`config.mk`:
```
export PLATFORM = sky130hd
export DESIGN_NAME = i2c_master_write_waveform
export DESIGN_NICKNAME = d
export VERILOG_FILES = /design/src/rtl/core/i2cmw_pkg.sv /design/src/rtl/core/i2c_master_write_waveform.sv /design/src/rtl/core/i2cmw_front.sv /design/src/rtl/core/i2cmw_queue.sv /design/src/rtl/core/i2cmw_back.sv
export VERILOG_INCLUDE_DIRS = /design/src /design/src/rtl/core
export SDC_FILE = /design/constraint.sdc
export NUM_CORES = 1
export LEC_CHECK = 0
export ABC_CLOCK_PERIOD_IN_PS = 2000
export BUFFER_PORTS_ARGS = -buffer_cell sky130_fd_sc_hd__buf_2
export CAP_MARGIN = 25
export CORE_MARGIN = 2
export CORE_UTILIZATION = 51
export DETAILED_ROUTE_END_ITERATION = 6
export PLACE_DENSITY = 0.75
export SLEW_MARGIN = 20
export SYNTH_ARGS = -nofsm -noshare
export SYNTH_HDL_FRONTEND = slang
export SYNTH_SLANG_ARGS = --single-unit
```
`constraint.sdc`:
```
create_clock -name clock -period 2 [get_ports clock]
set_input_delay 0 -clock clock [delete_from_list [all_inputs] [get_ports clock]]
set_output_delay 0 -clock clock [all_outputs]
set_load 0.005 [all_outputs]
```
`src/rtl/core/i2c_master_write_waveform_macros.svh`:
```
// Assertion macros for the I2C write waveform generator.
// No dependencies; included by files that carry concurrent checks.
`ifndef I2C_MASTER_WRITE_WAVEFORM_MACROS_SVH
`define I2C_MASTER_WRITE_WAVEFORM_MACROS_SVH

// Same-cycle implication, disabled during reset.
`define I2CMW_CHK_IMPL(lbl, clk, rst, ante, cons, msg) \
   lbl: assert property (@(posedge clk) disable iff (rst) (ante) |-> (cons)) else $error(msg);

// Next-cycle implication, disabled during reset.
`define I2CMW_CHK_NEXT(lbl, clk, rst, ante, cons, msg) \
   lbl: assert property (@(posedge clk) disable iff (rst) (ante) |=> (cons)) else $error(msg);

`endif

```
`src/rtl/core/i2cmw_pkg.sv`:
```
// Shared types and constants for the I2C write waveform generator.
// No dependencies.
package i2cmw_pkg;

   localparam int unsigned HOLD_W       = 10;
   localparam int unsigned BYTE_W       = 8;
   localparam logic [HOLD_W-1:0] HOLD_RESET = 10'd4;
   localparam int unsigned QUEUE_DEPTH  = 2;
   localparam int unsigned QPTR_W       = (QUEUE_DEPTH > 1) ? $clog2(QUEUE_DEPTH) : 1;
   localparam int unsigned QCNT_W       = $clog2(QUEUE_DEPTH + 1);
   localparam logic [2:0] LAST_BIT      = 3'd7;
   localparam logic [1:0] LAST_PHASE    = 2'd2;

   typedef struct packed {
      logic [BYTE_W-1:0] data_byte;
      logic              first_byte;
      logic              last_byte;
   } req_payload_type;

   typedef struct packed {
      logic              clock_level;
      logic              data_level;
      logic [HOLD_W-1:0] hold_us;
      logic              run_end;
   } rsp_payload_type;

   // Classified byte: what the sequencer has to emit for it.
   typedef struct packed {
      logic [BYTE_W-1:0] data_byte;
      logic              with_start;
      logic              with_stop;
   } cmd_type;

   typedef struct packed {
      logic full;
      logic empty;
   } queue_status_type;

   typedef struct packed {
      logic busy;
      logic pop;
   } back_status_type;

endpackage

```
`src/rtl/core/i2c_master_write_waveform.sv`:
```
// Write-only I2C master waveform generator: bytes in, SCL/SDA pin phases out.
// Depends on i2cmw_pkg, i2cmw_front, i2cmw_queue, i2cmw_back and the macros header.
// Usage:
//  - req_*: one transaction carries a data byte plus first/last flags. first_byte
//    prepends a start condition, last_byte appends a stop condition after the
//    acknowledge slot.
//  - rsp_*: one transaction per pin phase (SCL level, SDA level, hold time in us,
//    run_end on the final phase of a byte). A byte yields 27, 30 or 33 phases.
//  - csr_*: write of the phase hold interval; take effect on phases generated
//    after the write. Write only while the block is idle.
// Timing:
//  - an accepted request passes the front register, a queue entry and the
//    sequencer load before its first phase reaches the output register.
//  - throughput: one phase per cycle while rsp_ready is high, plus a load step
//    per byte in the phase sequencer before the byte's first phase.
//  - a front register and a two-entry queue take up to three bytes ahead while
//    the sequencer still works on an earlier one.
// Reset: clears queue, sequencer and output valid; hold interval returns to 4 us.
// Stall: with rsp_ready low the output register holds its phase and the
//   sequencer waits; the front keeps accepting until the queue is full and the front register holds a byte.
module i2c_master_write_waveform
   import i2cmw_pkg::*;
(
   input  logic              clock,
   input  logic              reset,
   input  logic              req_valid,
   output logic              req_ready,
   input  req_payload_type   req_data,
   output logic              rsp_valid,
   input  logic              rsp_ready,
   output rsp_payload_type   rsp_data,
   input  logic              csr_wr_en,
   input  logic [HOLD_W-1:0] csr_wr_data
);

`include "i2c_master_write_waveform_macros.svh"

   // hold interval register
   logic [HOLD_W-1:0] hold_ff, hold_in;

   logic             push;
   cmd_type          push_cmd;
   cmd_type          head_cmd;
   queue_status_type q_status;
   back_status_type  b_status;

   assign hold_in = csr_wr_en ? csr_wr_data : hold_ff;

   always_ff @(posedge clock) begin
      if (reset) begin
         hold_ff <= HOLD_RESET;
      end else begin
         hold_ff <= hold_in;
      end
   end

   // front: accept and classify
   i2cmw_front u_front (
      .clock      (clock),
      .reset      (reset),
      .req_valid  (req_valid),
      .req_ready  (req_ready),
      .req_data   (req_data),
      .push       (push),
      .push_cmd   (push_cmd),
      .queue_full (q_status.full)
   );

   // decoupling queue
   i2cmw_queue u_queue (
      .clock    (clock),
      .reset    (reset),
      .push     (push),
      .push_cmd (push_cmd),
      .pop      (b_status.pop),
      .head_cmd (head_cmd),
      .status   (q_status)
   );

   // back: phase sequencer and output register
   i2cmw_back u_back (
      .clock         (clock),
      .reset         (reset),
      .hold_interval (hold_ff),
      .head_cmd      (head_cmd),
      .q_status      (q_status),
      .status        (b_status),
      .rsp_valid     (rsp_valid),
      .rsp_ready     (rsp_ready),
      .rsp_data      (rsp_data)
   );

   // Checks
   `I2CMW_CHK_IMPL(chk_pop_nonempty, clock, reset,
      b_status.pop, !q_status.empty, "pop from empty queue")
   `I2CMW_CHK_IMPL(chk_busy_from_queue, clock, reset,
      $rose(b_status.busy), $past(!q_status.empty), "sequencer started without a queued byte")
   `I2CMW_CHK_NEXT(chk_push_lands, clock, reset,
      push, !q_status.empty, "pushed byte missing from queue")

endmodule

```
`src/rtl/core/i2cmw_front.sv`:
```
// Front end: input register and classification of incoming bytes.
// Depends on i2cmw_pkg.
module i2cmw_front
   import i2cmw_pkg::*;
(
   input  logic            clock,
   input  logic            reset,
   input  logic            req_valid,
   output logic            req_ready,
   input  req_payload_type req_data,
   output logic            push,
   output cmd_type         push_cmd,
   input  logic            queue_full
);

   logic    valid_ff, valid_in;
   cmd_type cmd_ff, cmd_in;
   logic    take;

   assign push      = valid_ff && !queue_full;
   assign req_ready = !valid_ff || !queue_full;
   assign take      = req_valid && req_ready;
   assign push_cmd  = cmd_ff;

   always_comb begin
      valid_in = take ? 1'b1 : (push ? 1'b0 : valid_ff);
      cmd_in   = cmd_ff;
      if (take) begin
         cmd_in.data_byte  = req_data.data_byte;
         cmd_in.with_start = req_data.first_byte;
         cmd_in.with_stop  = req_data.last_byte;
      end
   end

   always_ff @(posedge clock) begin
      if (reset) begin
         valid_ff <= 1'b0;
      end else begin
         valid_ff <= valid_in;
      end
      cmd_ff <= cmd_in;
   end

endmodule

```
`src/rtl/core/i2cmw_queue.sv`:
```
// Short command queue between front end and phase sequencer.
// Depends on i2cmw_pkg.
module i2cmw_queue
   import i2cmw_pkg::*;
(
   input  logic             clock,
   input  logic             reset,
   input  logic             push,
   input  cmd_type          push_cmd,
   input  logic             pop,
   output cmd_type          head_cmd,
   output queue_status_type status
);

   cmd_type           entry_ff [QUEUE_DEPTH];
   logic [QPTR_W-1:0] wr_ptr_ff, wr_ptr_in;
   logic [QPTR_W-1:0] rd_ptr_ff, rd_ptr_in;
   logic [QCNT_W-1:0] count_ff, count_in;
   logic              do_push, do_pop;

   function automatic logic [QPTR_W-1:0] bump(input logic [QPTR_W-1:0] p);
      if (p == QPTR_W'(QUEUE_DEPTH - 1)) begin
         bump = '0;
      end else begin
         bump = p + 1'b1;
      end
   endfunction

   assign status.full  = (count_ff == QCNT_W'(QUEUE_DEPTH));
   assign status.empty = (count_ff == '0);
   assign do_push      = push && !status.full;
   assign do_pop       = pop && !status.empty;
   assign head_cmd     = entry_ff[rd_ptr_ff];

   always_comb begin
      wr_ptr_in = do_push ? bump(wr_ptr_ff) : wr_ptr_ff;
      rd_ptr_in = do_pop ? bump(rd_ptr_ff) : rd_ptr_ff;
      count_in  = count_ff;
      if (do_push && !do_pop) begin
         count_in = count_ff + 1'b1;
      end else if (do_pop && !do_push) begin
         count_in = count_ff - 1'b1;
      end
   end

   always_ff @(posedge clock) begin
      if (reset) begin
         wr_ptr_ff <= '0;
         rd_ptr_ff <= '0;
         count_ff  <= '0;
      end else begin
         wr_ptr_ff <= wr_ptr_in;
         rd_ptr_ff <= rd_ptr_in;
         count_ff  <= count_in;
      end
      if (do_push) begin
         entry_ff[wr_ptr_ff] <= push_cmd;
      end
   end

endmodule

```
`src/rtl/core/i2cmw_back.sv`:
```
// Back end: phase sequencer with registered result output.
// Depends on i2cmw_pkg.
module i2cmw_back
   import i2cmw_pkg::*;
(
   input  logic              clock,
   input  logic              reset,
   input  logic [HOLD_W-1:0] hold_interval,
   input  cmd_type           head_cmd,
   input  queue_status_type  q_status,
   output back_status_type   status,
   output logic              rsp_valid,
   input  logic              rsp_ready,
   output rsp_payload_type   rsp_data
);

   typedef enum logic [2:0] {
      ST_IDLE,
      ST_START,
      ST_BITS,
      ST_ACK,
      ST_STOP
   } state_type;

   state_type         state_ff, state_in;
   logic [1:0]        phase_ff, phase_in;
   logic [2:0]        bit_ff, bit_in;
   logic [BYTE_W-1:0] shift_ff, shift_in;
   logic              stop_ff, stop_in;
   logic              out_valid_ff, out_valid_in;
   rsp_payload_type   out_ff, out_in;

   logic can_load, pop;
   logic scl, sda, held, run_end;
   logic cur_bit;

   assign can_load  = !out_valid_ff || rsp_ready;
   assign pop       = (state_ff == ST_IDLE) && !q_status.empty;
   assign cur_bit   = shift_ff[BYTE_W-1];
   assign rsp_valid = out_valid_ff;
   assign rsp_data  = out_ff;
   assign status.busy = (state_ff != ST_IDLE);
   assign status.pop  = pop;

   // Pin levels for the current phase.
   always_comb begin
      scl     = 1'b0;
      sda     = 1'b1;
      held    = 1'b1;
      run_end = 1'b0;
      case (state_ff)
         ST_START: begin
            scl = (phase_ff != LAST_PHASE);
            sda = (phase_ff == 2'd0);
         end
         ST_BITS: begin
            scl  = (phase_ff == 2'd1);
            sda  = cur_bit;
            held = (phase_ff != LAST_PHASE);
         end
         ST_ACK: begin
            scl     = (phase_ff == 2'd1);
            run_end = (phase_ff == LAST_PHASE) && !stop_ff;
         end
         ST_STOP: begin
            scl     = (phase_ff != 2'd0);
            sda     = (phase_ff == LAST_PHASE);
            held    = (phase_ff == 2'd1);
            run_end = (phase_ff == LAST_PHASE);
         end
         default: begin
            scl = 1'b0;
         end
      endcase
   end

   always_comb begin
      state_in     = state_ff;
      phase_in     = phase_ff;
      bit_in       = bit_ff;
      shift_in     = shift_ff;
      stop_in      = stop_ff;
      out_valid_in = out_valid_ff && !rsp_ready;
      out_in       = out_ff;

      if (pop) begin
         // load step for each byte
         state_in = head_cmd.with_start ? ST_START : ST_BITS;
         phase_in = '0;
         bit_in   = '0;
         shift_in = head_cmd.data_byte;
         stop_in  = head_cmd.with_stop;
      end else if (state_ff != ST_IDLE && can_load) begin
         out_valid_in        = 1'b1;
         out_in.clock_level  = scl;
         out_in.data_level   = sda;
         out_in.hold_us      = held ? hold_interval : '0;
         out_in.run_end      = run_end;
         if (phase_ff != LAST_PHASE) begin
            phase_in = phase_ff + 1'b1;
         end else begin
            phase_in = '0;
            case (state_ff)
               ST_START: state_in = ST_BITS;
               ST_BITS: begin
                  shift_in = {shift_ff[BYTE_W-2:0], 1'b0};
                  bit_in   = bit_ff + 1'b1;
                  if (bit_ff == LAST_BIT) begin
                     state_in = ST_ACK;
                  end
               end
               ST_ACK:  state_in = stop_ff ? ST_STOP : ST_IDLE;
               ST_STOP: state_in = ST_IDLE;
               default: state_in = ST_IDLE;
            endcase
         end
      end
   end

   always_ff @(posedge clock) begin
      if (reset) begin
         state_ff     <= ST_IDLE;
         out_valid_ff <= 1'b0;
      end else begin
         state_ff     <= state_in;
         out_valid_ff <= out_valid_in;
      end
      phase_ff <= phase_in;
      bit_ff   <= bit_in;
      shift_ff <= shift_in;
      stop_ff  <= stop_in;
      out_ff   <= out_in;
   end

endmodule

```
==> impl_results.md <==
* Status: finished clean
* Avg Inst Size Synth at 13.3 µm²
* Slew @ Worst Pin at 0.946 ns
* N_diodes at 0
* Wire length per cell at 14.5 µm
* First-pass GRT wire length at 8780 µm
* # port buffers at 39
* Sequential element share of the synthesized area at 67.8%
* Max stage delay on crit path at 0.43 ns
* Ys Warns at 0
* Drt drc at 0
* Post-synth EDFFs at 52
* Min-delay worst type: primary input to register
* Max_slew headroom at 36.9%
* Wirelength, routed at 5490 µm
* Multiplexer share of the synthesized area at 6.62%
* Clk Latency, worst-skew pair at 0.34 ns
* Crit share post-route at 89.4%
* Most numerous cell in the Yosys netlist: edfxtp_1
* Asr flop ratio synth at 0%
* Max_cap viols at 0
* Max clock buf depth at 2
* Synth Area in Adders at 1.23%
* Post-Place Cells at 341
* IO Pins at 40
* Final Critical Period at 1.79 ns
* Rows at 28
* Yosys reg bits at 77
* Vias at 1959
* CP max FO at 14
* Die Height at 81.2 µm
* Fmax achieved at 560 MHz
* CTS Buf Count at 9
* Starting Density at 52.0%
* H-tree Lvls at 3
* Simple-Gate Fraction of Synth Area at 11.8%
* Main combinational cell family by area after synthesis: simple AND/OR/NAND/NOR gates
* Crit path cell chain: nor3_2, o21ai_0, ha_1, or3_1, a21oi_1
* CTS Root Cell: clkbuf_8
* CP Data Required Time at 2.27 ns
* Dominant cell type by area after synthesis: edfxtp_1
* CTS Hold Bufs at 21
* PD cells at 1240 nW/µm²
* Clk sinks at 77
* Crit-path slowest cell: dfxtp_1
* Main flop type after synthesis: edfxtp_1
* Final hold vios at 0
* Complex-gate fraction of the synthesized area at 9.79%
* Worst setup SP type: register
* Static Leak at 0.00142 µW
* P&R area growth vs syn at 23.7%
* Placer Congestion at 0.810
* Main area contributors after synthesis: edfxtp_1 (51%), dfxtp_1 (16%), mux2i_1 (6.3%)
* Critical path class: register to register
* Max rail drop VDD at 742 µV
* Filler Cells Inserted at 444
* Dpl cell area at 3360 µm²
* Pin count of the biggest net entering global routing at 21
* Vias in the first global route at 1919
* Overall Global Routing Usage at 18.2%
* Die W at 81.2 µm
* Core area at 5850 µm²
* Design area at 3760 µm²
* Unique masters post-synth at 42
* Unrepaired setup endpoints after global routing: false
* Worst endpoint data arrival time at 2.06 ns
* Drt initial violations at 111
* # setup viols final at 0
* Clock skew at 0.00743 ns
* TritonCTS clock tree: done
* Synth cell count leaders: edfxtp_1 (52), dfxtp_1 (25), o21ai_0 (21)
* Initial antenna violation count at 0
* Cts repair resizes at 0
* Share of the synthesized area in the top cell type at 51.3%
* Post-synthesis net count at 256
* Drt pass-1 iters at 6
* Max Slew Vio Count at 0
* HPWL Detailed at 3390 µm
* Syn Inst Count at 228
* Xor/xnor cell area share of the yosys netlist at 0.576%
* Worst-path clk slew at 0.08 ns
* Routed Antenna Nets at 0
* Final cell count without fillers at 378
* Nets at 326
* Post-CTS Setup Inserts at 0
* Setup crit end kind: register
* Setup TNS Final at 0 ns
* Total die area at 6600 µm²
* Layout cells sized above 1 at 23.4%
* Synth Cell Area at 3040 µm²
* GRT overflow at 0
* Vias per std cell at 5.18
## cell type report
class	instances	area (µm²)	share of cell area, %
Clock inverter	7	66.3	1.76
Clock buffer	9	124	3.29
Timing Repair Buffer	71	488	13.0
Inverter	5	18.8	0.499
Sequential cell	77	2060	54.8
Multi-Input combinational cell	134	912	24.2
Tap cell	75	93.8	2.49
## cells by family (layout without fill, tap and decap cells)
group / Yosys count / count (layout)
adders and majority gates: 3 / 3
muxes: 20 / 20
buffers and inverters: 17 / 92
and+or+nand+nor: 60 / 60
AOI/OAI and AO/OA: 49 / 49
DFF: 77 / 77
xor gates and xnor gates: 2 / 2
## state kept, by name, summed over array words and instances (netlist names), named ones only
register	flops
hold_ff	10
u_back.rsp_valid	1
u_queue.rd_ptr_ff	1
u_back.bit_ff	3
u_front.push_cmd	10
u_back.shift_ff	8
u_back.rsp_data	13
u_queue.entry_ff	20
u_front.valid_ff	1
u_back.phase_ff	2
u_queue.count_ff	2
u_queue.wr_ptr_ff	1
u_back.state_ff	3
u_back.stop_ff	1
## routing by layer
| layer | part of all wire (%) | wire (µm) | global-route usage, % |
|---|---|---|---|
| met1 | 45 | 2450 | 23.3 |
| met2 | 50 | 2770 | 28.9 |
| met3 | 3.2 | 178 | 4.33 |
| met4 | 1.7 | 91 | 9.15 |
| met5 | 0 | 0 | 0 |
## worst paths after layout
path | from | endpoint | slack [ns] | depth (start not counted)
min | reset | hold_ff[5] | 0.05 | 2
max | u_back.state_ff[2] | u_queue.count_ff[1] | 0.21 | 5
max reg2reg | u_back.state_ff[2] | u_queue.count_ff[1] | 0.21 | 5
min reg2reg | u_front.push_cmd[1] | u_queue.entry_ff[1][1] | 0.45 | 0
## cell usage in the layout (no fill, tap or decap), types with 3 or more instances in the layout
| cell type | count |
|---|---|
| edfxtp_1 | 52 |
| inv_1 | 5 |
| mux2i_1 | 19 |
| nand2b_1 | 4 |
| buf_4 | 11 |
| nor2b_1 | 15 |
| dfxtp_1 | 25 |
| ha_1 | 3 |
| dlygate4sd3_1 | 21 |
| nor2_1 | 17 |
| a21oi_1 | 13 |
| or3_1 | 4 |
| buf_2 | 39 |
| nand3b_1 | 3 |
| o31ai_1 | 4 |
| o21ai_0 | 21 |
| clkbuf_8 | 9 |
## metrics by stage
step                utilization, %  setup slack, ns  power, µW  hold slack [ns]
floorplan                        -           0.0867       3120           0.0989
global placement              57.5            0.293       3540            0.176
detailed placement            57.5            0.257       3580            0.178
CTS                           64.3            0.242       4710           0.0455
global route                  64.3           0.0616       4960           0.0695
finish                        64.3            0.213       4680           0.0545
## report_power, final
part / internal (µW) / total (µW) / switching [µW]
clock network: 567 / 1110 / 542
registers: 2160 / 2300 / 140
logic: 551 / 1280 / 728
total: 3270 / 4680 / 1410
## critical path: cells and delay by family, from the launching register on
| family | cells | cell delay (ns) |
|---|---|---|
| simple gates | 2 | 0.63 |
| flops | 1 | 0.43 |
| fa+ha+maj | 1 | 0.34 |
| compound gates | 2 | 0.31 |
Power figures use the tool's default switching activity.
